### src/hw/rtl/swfr_pkg.sv
`timescale 1ns / 1ps

package swfr_pkg;

    // Window and field geometry
    localparam int WIN_FRAMES  = 32;
    localparam int TIME_W      = 63;
    localparam int RATE_W      = 32;
    localparam int STATUS_W    = 2;
    localparam int HELD_W      = 6;
    localparam int FRAC_BITS   = 16;

    localparam logic [63:0] NS_PER_SEC = 64'd1000000000;

    // Derived widths
    localparam int CNT_W  = $clog2(WIN_FRAMES + 1);
    localparam int SLOT_W = $clog2(WIN_FRAMES);
    localparam int MUL_W  = $clog2(64'(WIN_FRAMES - 1) * NS_PER_SEC + 64'd1);
    localparam int NUM_W  = MUL_W + FRAC_BITS;
    localparam int STEP_W = $clog2(NUM_W);

    // Job queue between front and back
    localparam int QDEPTH = 2;
    localparam int QPTR_W = $clog2(QDEPTH);
    localparam int QCNT_W = $clog2(QDEPTH + 1);

    // Status codes
    localparam logic [STATUS_W-1:0] ST_OK   = 2'd0;
    localparam logic [STATUS_W-1:0] ST_FEW  = 2'd1;
    localparam logic [STATUS_W-1:0] ST_ZERO = 2'd2;
    localparam logic [STATUS_W-1:0] ST_NEG  = 2'd3;

    // One classified request, ready for the divider
    typedef struct packed {
        logic [STATUS_W-1:0] status;
        logic [CNT_W-1:0]    held;
        logic [NUM_W-1:0]    num;
        logic [TIME_W-1:0]   span;
    } t_job;

endpackage

### src/hw/rtl/swfr_front.sv
`timescale 1ns / 1ps

module swfr_front (
    input  logic              i_clk,
    input  logic              i_rst_n,
    input  logic              i_valid,
    input  logic [swfr_pkg::TIME_W-1:0] i_frame_time_ns,
    output logic              o_stall,
    output logic              o_push,
    output swfr_pkg::t_job    o_job,
    input  logic              i_full
);
    import swfr_pkg::*;

    logic [TIME_W-1:0] r_ring [WIN_FRAMES];
    logic [TIME_W-1:0] r_newest;
    logic [TIME_W-1:0] r_old;
    logic [CNT_W-1:0]  r_count;
    logic [SLOT_W-1:0] r_slot;
    logic              r_pend;

    logic              accept;
    logic [CNT_W-1:0]  n_count;
    logic [SLOT_W-1:0] n_slot;
    logic [SLOT_W-1:0] first;
    logic [TIME_W:0]   diff;
    logic [MUL_W-1:0]  prod;

    assign accept = i_valid && !r_pend;
    assign o_stall = r_pend;
    assign o_push  = r_pend && !i_full;

    // Advance count and write slot; find the oldest held slot
    always_comb begin
        n_count = (r_count == CNT_W'(WIN_FRAMES)) ? r_count : r_count + CNT_W'(1);
        n_slot  = (r_slot == SLOT_W'(WIN_FRAMES - 1)) ? '0 : r_slot + SLOT_W'(1);
        first   = (n_count == CNT_W'(WIN_FRAMES)) ? n_slot : '0;
    end

    // Write the new timestamp and read the oldest one
    always_ff @(posedge i_clk) begin
        if (accept) begin
            r_ring[r_slot] <= i_frame_time_ns;
            r_old          <= r_ring[first];
            r_newest       <= i_frame_time_ns;
        end
    end

    // Hold window state and the pending request
    always_ff @(posedge i_clk) begin
        if (!i_rst_n) begin
            r_count <= '0;
            r_slot  <= '0;
            r_pend  <= 1'b0;
        end else if (accept) begin
            r_count <= n_count;
            r_slot  <= n_slot;
            r_pend  <= 1'b1;
        end else if (o_push) begin
            r_pend  <= 1'b0;
        end
    end

    // Classify the request and form numerator and span
    always_comb begin
        diff = {1'b0, r_newest} - {1'b0, r_old};
        prod = MUL_W'(r_count - CNT_W'(1)) * MUL_W'(NS_PER_SEC);
        o_job.held = r_count;
        o_job.num  = {prod, FRAC_BITS'(0)};
        o_job.span = diff[TIME_W-1:0];
        if (r_count < CNT_W'(2)) begin
            o_job.status = ST_FEW;
        end else if (r_newest == r_old) begin
            o_job.status = ST_ZERO;
        end else if (diff[TIME_W]) begin
            o_job.status = ST_NEG;
        end else begin
            o_job.status = ST_OK;
        end
    end

endmodule

### src/hw/rtl/swfr_queue.sv
`timescale 1ns / 1ps

module swfr_queue (
    input  logic           i_clk,
    input  logic           i_rst_n,
    input  logic           i_push,
    input  swfr_pkg::t_job i_job,
    output logic           o_full,
    input  logic           i_pop,
    output swfr_pkg::t_job o_job,
    output logic           o_empty
);
    import swfr_pkg::*;

    t_job              r_mem [QDEPTH];
    logic [QPTR_W-1:0] r_wp;
    logic [QPTR_W-1:0] r_rp;
    logic [QCNT_W-1:0] r_cnt;

    assign o_full  = (r_cnt == QCNT_W'(QDEPTH));
    assign o_empty = (r_cnt == '0);
    assign o_job   = r_mem[r_rp];

    // Store pushed requests
    always_ff @(posedge i_clk) begin
        if (i_push) begin
            r_mem[r_wp] <= i_job;
        end
    end

    // Advance pointers and occupancy
    always_ff @(posedge i_clk) begin
        if (!i_rst_n) begin
            r_wp  <= '0;
            r_rp  <= '0;
            r_cnt <= '0;
        end else begin
            if (i_push) begin
                r_wp <= (r_wp == QPTR_W'(QDEPTH - 1)) ? '0 : r_wp + QPTR_W'(1);
            end
            if (i_pop) begin
                r_rp <= (r_rp == QPTR_W'(QDEPTH - 1)) ? '0 : r_rp + QPTR_W'(1);
            end
            case ({i_push, i_pop})
                2'b10:   r_cnt <= r_cnt + QCNT_W'(1);
                2'b01:   r_cnt <= r_cnt - QCNT_W'(1);
                default: r_cnt <= r_cnt;
            endcase
        end
    end

endmodule

### src/hw/rtl/swfr_back.sv
`timescale 1ns / 1ps

module swfr_back (
    input  logic           i_clk,
    input  logic           i_rst_n,
    input  swfr_pkg::t_job i_job,
    input  logic           i_empty,
    output logic           o_pop,
    output logic           o_valid,
    input  logic           i_stall,
    output logic [swfr_pkg::RATE_W-1:0]   o_rate_fixed,
    output logic [swfr_pkg::STATUS_W-1:0] o_status,
    output logic [swfr_pkg::HELD_W-1:0]   o_frames_held
);
    import swfr_pkg::*;

    typedef enum logic [1:0] {
        S_IDLE,
        S_RUN,
        S_DONE
    } t_state;

    t_state              r_state;
    logic [NUM_W-1:0]    r_num;
    logic [NUM_W-1:0]    r_quo;
    logic [TIME_W-1:0]   r_rem;
    logic [TIME_W-1:0]   r_span;
    logic [STEP_W-1:0]   r_step;
    logic [STATUS_W-1:0] r_status;
    logic [CNT_W-1:0]    r_held;
    logic                r_out_valid;
    logic [RATE_W-1:0]   r_out_rate;
    logic [STATUS_W-1:0] r_out_status;
    logic [HELD_W-1:0]   r_out_held;

    logic [TIME_W:0]     rem_sh;
    logic [TIME_W:0]     rem_sub;
    logic                ge;
    logic [RATE_W-1:0]   sat_rate;
    logic                out_free;

    assign o_pop         = (r_state == S_IDLE) && !i_empty;
    assign out_free      = !r_out_valid || !i_stall;
    assign o_valid       = r_out_valid;
    assign o_rate_fixed  = r_out_rate;
    assign o_status      = r_out_status;
    assign o_frames_held = r_out_held;

    // One restoring divide step, and saturation of the quotient
    always_comb begin
        rem_sh  = {r_rem, r_num[NUM_W-1]};
        rem_sub = rem_sh - {1'b0, r_span};
        ge      = (rem_sh >= {1'b0, r_span});
        sat_rate = (|r_quo[NUM_W-1:RATE_W]) ? '1 : r_quo[RATE_W-1:0];
    end

    // Run the divider and hold the result register
    always_ff @(posedge i_clk) begin
        if (!i_rst_n) begin
            r_state     <= S_IDLE;
            r_out_valid <= 1'b0;
        end else begin
            // Drop a delivered result unless a new one replaces it
            if (r_out_valid && !i_stall && r_state != S_DONE) begin
                r_out_valid <= 1'b0;
            end
            case (r_state)
                S_IDLE: begin
                    if (!i_empty) begin
                        r_num    <= i_job.num;
                        r_span   <= i_job.span;
                        r_status <= i_job.status;
                        r_held   <= i_job.held;
                        r_rem    <= '0;
                        r_quo    <= '0;
                        r_step   <= STEP_W'(NUM_W - 1);
                        r_state  <= (i_job.status == ST_OK) ? S_RUN : S_DONE;
                    end
                end
                S_RUN: begin
                    r_rem <= ge ? rem_sub[TIME_W-1:0] : rem_sh[TIME_W-1:0];
                    r_quo <= {r_quo[NUM_W-2:0], ge};
                    r_num <= {r_num[NUM_W-2:0], 1'b0};
                    r_step <= r_step - STEP_W'(1);
                    if (r_step == '0) begin
                        r_state <= S_DONE;
                    end
                end
                S_DONE: begin
                    if (out_free) begin
                        r_out_valid  <= 1'b1;
                        r_out_rate   <= (r_status == ST_OK) ? sat_rate : '0;
                        r_out_status <= r_status;
                        r_out_held   <= HELD_W'(r_held);
                        r_state      <= S_IDLE;
                    end
                end
                default: begin
                    r_state <= S_IDLE;
                end
            endcase
        end
    end

endmodule

### src/hw/rtl/sliding_window_frame_rate.sv
`timescale 1ns / 1ps
// Channel   Handshake            Payload
// input     i_valid / o_stall    i_frame_time_ns
// output    o_valid / i_stall    o_rate_fixed, o_status, o_frames_held
//
// The front writes each timestamp into the ring, registers it and the oldest
// one, then classifies the request; a two-entry queue feeds the back, which
// runs a bit-serial divider of 51 steps for a request with ok status only.
// Reset is synchronous and active low and clears counters, pointers and
// valid flags; the ring needs no clearing. A stalled result holds in the
// output register while the next divide runs.

module sliding_window_frame_rate (
    input  logic i_clk,
    input  logic i_rst_n,
    input  logic i_valid,
    output logic o_stall,
    input  logic [swfr_pkg::TIME_W-1:0]   i_frame_time_ns,
    output logic o_valid,
    input  logic i_stall,
    output logic [swfr_pkg::RATE_W-1:0]   o_rate_fixed,
    output logic [swfr_pkg::STATUS_W-1:0] o_status,
    output logic [swfr_pkg::HELD_W-1:0]   o_frames_held
);
    import swfr_pkg::*;

    t_job push_job;
    t_job pop_job;
    logic push;
    logic pop;
    logic full;
    logic empty;

    swfr_front u_front (
        .i_clk           (i_clk),
        .i_rst_n         (i_rst_n),
        .i_valid         (i_valid),
        .i_frame_time_ns (i_frame_time_ns),
        .o_stall         (o_stall),
        .o_push          (push),
        .o_job           (push_job),
        .i_full          (full)
    );

    swfr_queue u_queue (
        .i_clk   (i_clk),
        .i_rst_n (i_rst_n),
        .i_push  (push),
        .i_job   (push_job),
        .o_full  (full),
        .i_pop   (pop),
        .o_job   (pop_job),
        .o_empty (empty)
    );

    swfr_back u_back (
        .i_clk         (i_clk),
        .i_rst_n       (i_rst_n),
        .i_job         (pop_job),
        .i_empty       (empty),
        .o_pop         (pop),
        .o_valid       (o_valid),
        .i_stall       (i_stall),
        .o_rate_fixed  (o_rate_fixed),
        .o_status      (o_status),
        .o_frames_held (o_frames_held)
    );

endmodule
### config.mk
export PLATFORM = sky130hd
export DESIGN_NAME = sliding_window_frame_rate
export DESIGN_NICKNAME = d
export VERILOG_FILES = /design/src/hw/rtl/swfr_pkg.sv /design/src/hw/rtl/swfr_front.sv /design/src/hw/rtl/swfr_queue.sv /design/src/hw/rtl/swfr_back.sv /design/src/hw/rtl/sliding_window_frame_rate.sv
export SDC_FILE = /design/constraint.sdc
export NUM_CORES = 2
export LEC_CHECK = 0
export ABC_CLOCK_PERIOD_IN_PS = 10850
export BUFFER_PORTS_ARGS = -buffer_cell sky130_fd_sc_hd__buf_4
export CORE_UTILIZATION = 30
export DETAILED_ROUTE_END_ITERATION = 16
export SLEW_MARGIN = 20
export SYNTH_ARGS = -nofsm -noshare
export SYNTH_HDL_FRONTEND = slang
export SYNTH_SLANG_ARGS = --single-unit
### constraint.sdc
create_clock -name i_clk -period 10.85 [get_ports i_clk]
set_input_delay 1.6275 -clock i_clk [delete_from_list [all_inputs] [get_ports i_clk]]
set_output_delay 1.6275 -clock i_clk [all_outputs]
set_load 0.1 [all_outputs]
# Word-level counts from Yosys, hierarchy flattened
# Memories as Yosys holds them, arrays and structs flattened. A register that Yosys moved wholly into a read port is not among the register bits.
# Cells that the tools add are included.
# word_totals
regBits	364
n_memories	2
ram_bits	2210
# classes
mul	1
n_bitwise	1
muxes	35
eq_ne	13
order_cmp	2
reduce_logical	24
add_sub_neg	10
# memory_table
memory	depth	word_bits	read_ports	rd_clocked_by_memory_dff	wr	line_no	text
u_front.r_ring	32	63	1	1	1	swfr_front.sv:15	logic [TIME_W-1:0] r_ring [WIN_FRAMES];
u_queue.r_mem	2	97	1	1	1	swfr_queue.sv:15	t_job r_mem [QDEPTH];
# ops
operator	count
$pmux 51 s2	2
$mux 63	2
$pmux 63 s2	1
$mux 51	2
$ge 64x63->1	1
$sub 63x63->64	1
$eq 63x63->1	1
$sub 63x63->63	1
$mul 35x21->26 const B	1
$mux 32	1
$reduce_or 19->1	1
$mux 2	7
$mux 1	13
$eq 6x6->1 const B	2
$mux 6	2
$pmux 6 s2	1
$reduce_and 3->1	4
$mux 5	2
$logic_not 2->1	4
$sub 6x1->7 const B	1
$add 6x1->6 const B	1
$eq 2x2->1 const B	3
$logic_not 6->1	1
$lt 6x2->1 const B	1
16 further kinds	30

# Longest topological paths before layout
# depth
depth_word	6
ltp_mapped	27

# Cells and area by module
# A second synthesis with hierarchy kept.
# hier_totals
cells_unflattened	8490
area_unflattened_um2	114790.1
# modules_own_cells
mod	instances	area_each_um2	cells_each
swfr_front	1	90743.3	6683
swfr_back	1	14965.6	1405
swfr_queue	1	9081.2	402

# Least setup slack after synthesis
# OpenSTA, ideal clock, no wires.
# synth_path
path_type	in2reg
start	input port i_valid
end	memory u_front.r_ring[12][0], enable pin
path_stages	6
path_buffers	2
arrival_time_ns	9.329
setup_slack_ns	1.037
path_cell_list	nand2b_1 clkbuf_1 inv_1 buf_1 nand2_1 nor2_1
# synth_between
elab_chain_len	3
# synth_rtl
item	line_no	text
start: declaration	sliding_window_frame_rate.sv:16	input logic i_valid,
$logic_and 1x1->1	swfr_front.sv:29	assign accept = i_valid && !r_pend;
net u_front.accept	swfr_front.sv:22	logic accept;
$mux 1	swfr_front.sv:42	if (accept) begin
$mux 1 (implied by the code)	swfr_front.sv:43	r_ring[r_slot] <= i_frame_time_ns;
end: declaration	swfr_front.sv:15	
# The timed path passes the listed nets, and every way through them passes these cells.

==> out/metrics.yaml <==
cts:
  clock_latency_ps: 940
  cts_made_buffers: 286
  cts_tree: "built"
  post_cts_resized: 0
  cts.path.max_buffers: 4
  cts_sinks: 2613
  cts_hold_buf: 0
  cts.root.buffer_cell: "clkbuf_16"
  clk_pin_slew_worst_paths_ps: 60
  cts_setup_buffers: 0
  htree_levels: 5
run_status:
  status: "completed"
floorplan:
  num_rows: 224
  die_w_um: 615
  die_h_um: 615
  start_util: 0.302
  pin_count: 109
  design.core.area_um2: 373000
  dieArea_um2: 378000
route:
  vias_per_cell: 5.33
  ant_nets: 0
  drt-total-wl_mm: 328
  drtIter0Drc: 8126
  routedWlPerCell_um: 24.2
  remaining_drc_errors: 0
  vias: 72373
  first_pass_iters: 6
global_routing:
  grt_max_degree: 196
  grt_pass1_wl_mm: 478
  antenna_found_initial: 15
  groute.usage.overall: 0.167
  grt.overflow.total: 0
  grt_pass1_vias: 70376
yosys:
  syn_inst: 8413
  synth-seq-area-share: 0.694
  ys_seq_elements: 2613
  yosys.cell_types.count: 83
  syn_nets: 8790
  synth-edff-count: 2593
  yosysWarnings: 0
  synth_area_um2: 113000
  synth_area_per_cell_um2: 13.4
  synth_flop_cell: "edfxtp_1"
  async_flop_share: 0
critical_path:
  criticalPathCategory: "reg -> reg"
  reg2reg_to: "u_queue.r_mem[0][87]$_DFFE_PP_"
  r2r-start: "u_front.r_count[0]$_SDFFE_PN0P_"
  cp-end-kind: "register"
  critPathLaunch: "u_front.r_count[0]$_SDFFE_PN0P_"
  start_kind: "register"
  cp.arrival_ps: 8000
  r2r_slack_ps: 3450
  crit_fanout: 14
  ff2ff_path_depth: 25
  cp_data_required_time_ps: 11450
sta:
  tns_ps: 0
  fmax_ghz: 0.135
  grt_setup_unrepaired: "no"
  skew_ps: 102
  worst_slack_ps: 3450
  drv_slew: 0
  finalHoldViolCount: 0
  post-route-min-period_ps: 7400
  timing.final.crit_share: 0.682
  timing.max_slew.rel_slack: 0.102
  setup_viol: 0
  whs_ps: 414
  worst_pin_slew_ps: 1350
power:
  power.density_nw_per_um2: 271
  total_power_mw: 34.8
  peakVddDrop_v: 0.000811
  cellLeakagePower_nw: 42.6
place:
  dpl-instance-area_um2: 119000
  place_inst: 13071
  gp_congestion: 0.908
  io_buffers: 108
  post-place-ws_ps: 3380
  hpwl_mm: 185
finish:
  fin_area_um2: 128000
  mostFrequentLayoutCell: "edfxtp_1"
  most-common-layout-cells: "edfxtp_1, nand2_1, nand3_1"
  num-fill-cells: 35651
  drive_above_1_share: 0.0927
  finalNonFillerCells: 13589
  final_core_util: 0.344
  multiInputGateArea_um2: 31300
  register_area_um2: 78300
  syn_to_final_growth_pct: 13.7
  final_nets: 8765
worst_hold_path:
  holdPathEnd: "u_back.o_frames_held[5]$_DFFE_PP_"
  hold_depth: 0
  hp-start: "u_back.r_held[5]$_DFFE_PP_"
  hold_path.class: "reg -> reg"
job:
  max_cap_viol_count: 0
[flip-flops by register name, summed over array words and instances, names as in the netlist, 26 cells and up, named ones only]
register             flops
u_back.o_rate_fixed     32
u_back.r_num            26
u_front.r_old           63
u_back.r_span           63
u_front.r_newest        63
u_queue.r_mem          194
u_back.r_quo            51
u_back.r_rem            63
u_front.r_ring        2016
[where the power goes]
part	total, mW	switching [mW]	internal (mW)	leakage, nW
clock network	9.62	4.04	5.58	4.47
logic	12.0	7.08	4.97	14.4
registers	13.1	0.228	12.9	23.7
total	34.8	11.3	23.4	42.6
[per-layer routing]
metal,vias up,wire length (um),track usage
met3,620,25900,0.0247
li1,31889,-,-
met5,-,45,0
met1,36606,134000,0.219
met4,8,13300,0.0669
met2,3250,155000,0.277
[synthesized netlist by cell type (all sizes together), types with 17 or more instances]
cell type,count,share of area
edfxtp,2593,0.69
nand2,1247,0.042
nor2,386,0.013
nand3,366,0.016
clkbuf,341,0.011
a21oi,316,0.014
inv,315,0.010
nor3,271,0.012
ha,242,0.027
buf,215,0.0096
a311oi,199,0.016
o311ai,189,0.015
o21ai,156,0.0069
or3,135,0.0075
o211ai,133,0.0089
and3,131,0.0073
xnor2,110,0.0085
a21o,90,0.0060
o22ai,82,0.0045
and2,72,0.0040
mux2,71,0.0071
fa,68,0.012
o21a,67,0.0045
o221ai,63,0.0049
mux2i,58,0.0051
a211oi,51,0.0034
xor2,49,0.0038
o31ai,48,0.0032
nand4,47,0.0026
a31oi,45,0.0025
a311o,26,0.0024
o21bai,23,0.0015
dfxtp,20,0.0036
nor2b,20,0.0011
nand2b,17,0.00094
[worst max-delay path by stage]
stage	end	slack, ps	cells after the start
CTS	u_queue.r_mem[0][87]$_DFFE_PP_	3340	25
global placement	u_queue.r_mem[0][87]$_DFFE_PP_	3520	25
detailed placement	u_queue.r_mem[0][87]$_DFFE_PP_	3380	25
floorplan	u_front.r_ring[12][0]$_DFFE_PP_	1040	6
finish	u_queue.r_mem[0][87]$_DFFE_PP_	3450	25
global route	u_queue.r_mem[1][87]$_DFFE_PP_	3030	25
[area by class of cell]
class	instances	share of cell area
diodes	9	0.000176
flip-flops and latches	2613	0.610
well taps	4972	0.0485
clock buffers	347	0.0585
multi-input cells	4929	0.244
clock inverters	161	0.0132
repair buffers	243	0.0158
inverters	315	0.00926
[cells by family (layout without fill, tap and decap cells)]
kind of cell,after synthesis,in the layout,synth area share
simple gates,2744,2744,0.110
flops,2613,2613,0.694
compound gates,1587,1587,0.101
buf+inv,871,1066,0.0315
fa+ha+maj,310,310,0.0389
xor+xnor,159,159,0.0124
mux,129,129,0.0122
other cells,0,9,0
[worst max-delay path: stages, from the launching register on]
cell	delay, ps
dfxtp_1	600
inv_1	390
ha_1	360
nor3b_1	160
xnor2_1	390
inv_1	330
ha_1	450
ha_1	310
inv_1	50
fa_1	490
inv_1	60
fa_1	470
inv_1	50
fa_1	470
inv_1	50
fa_1	470
inv_1	50
fa_1	500
inv_1	40
ha_1	330
a21oi_1	210
o21ai_0	130
a31o_2	270
a221oi_1	270
o21bai_1	100
xor2_1	160
No activity file was read; power rests on OpenSTA's default activity.
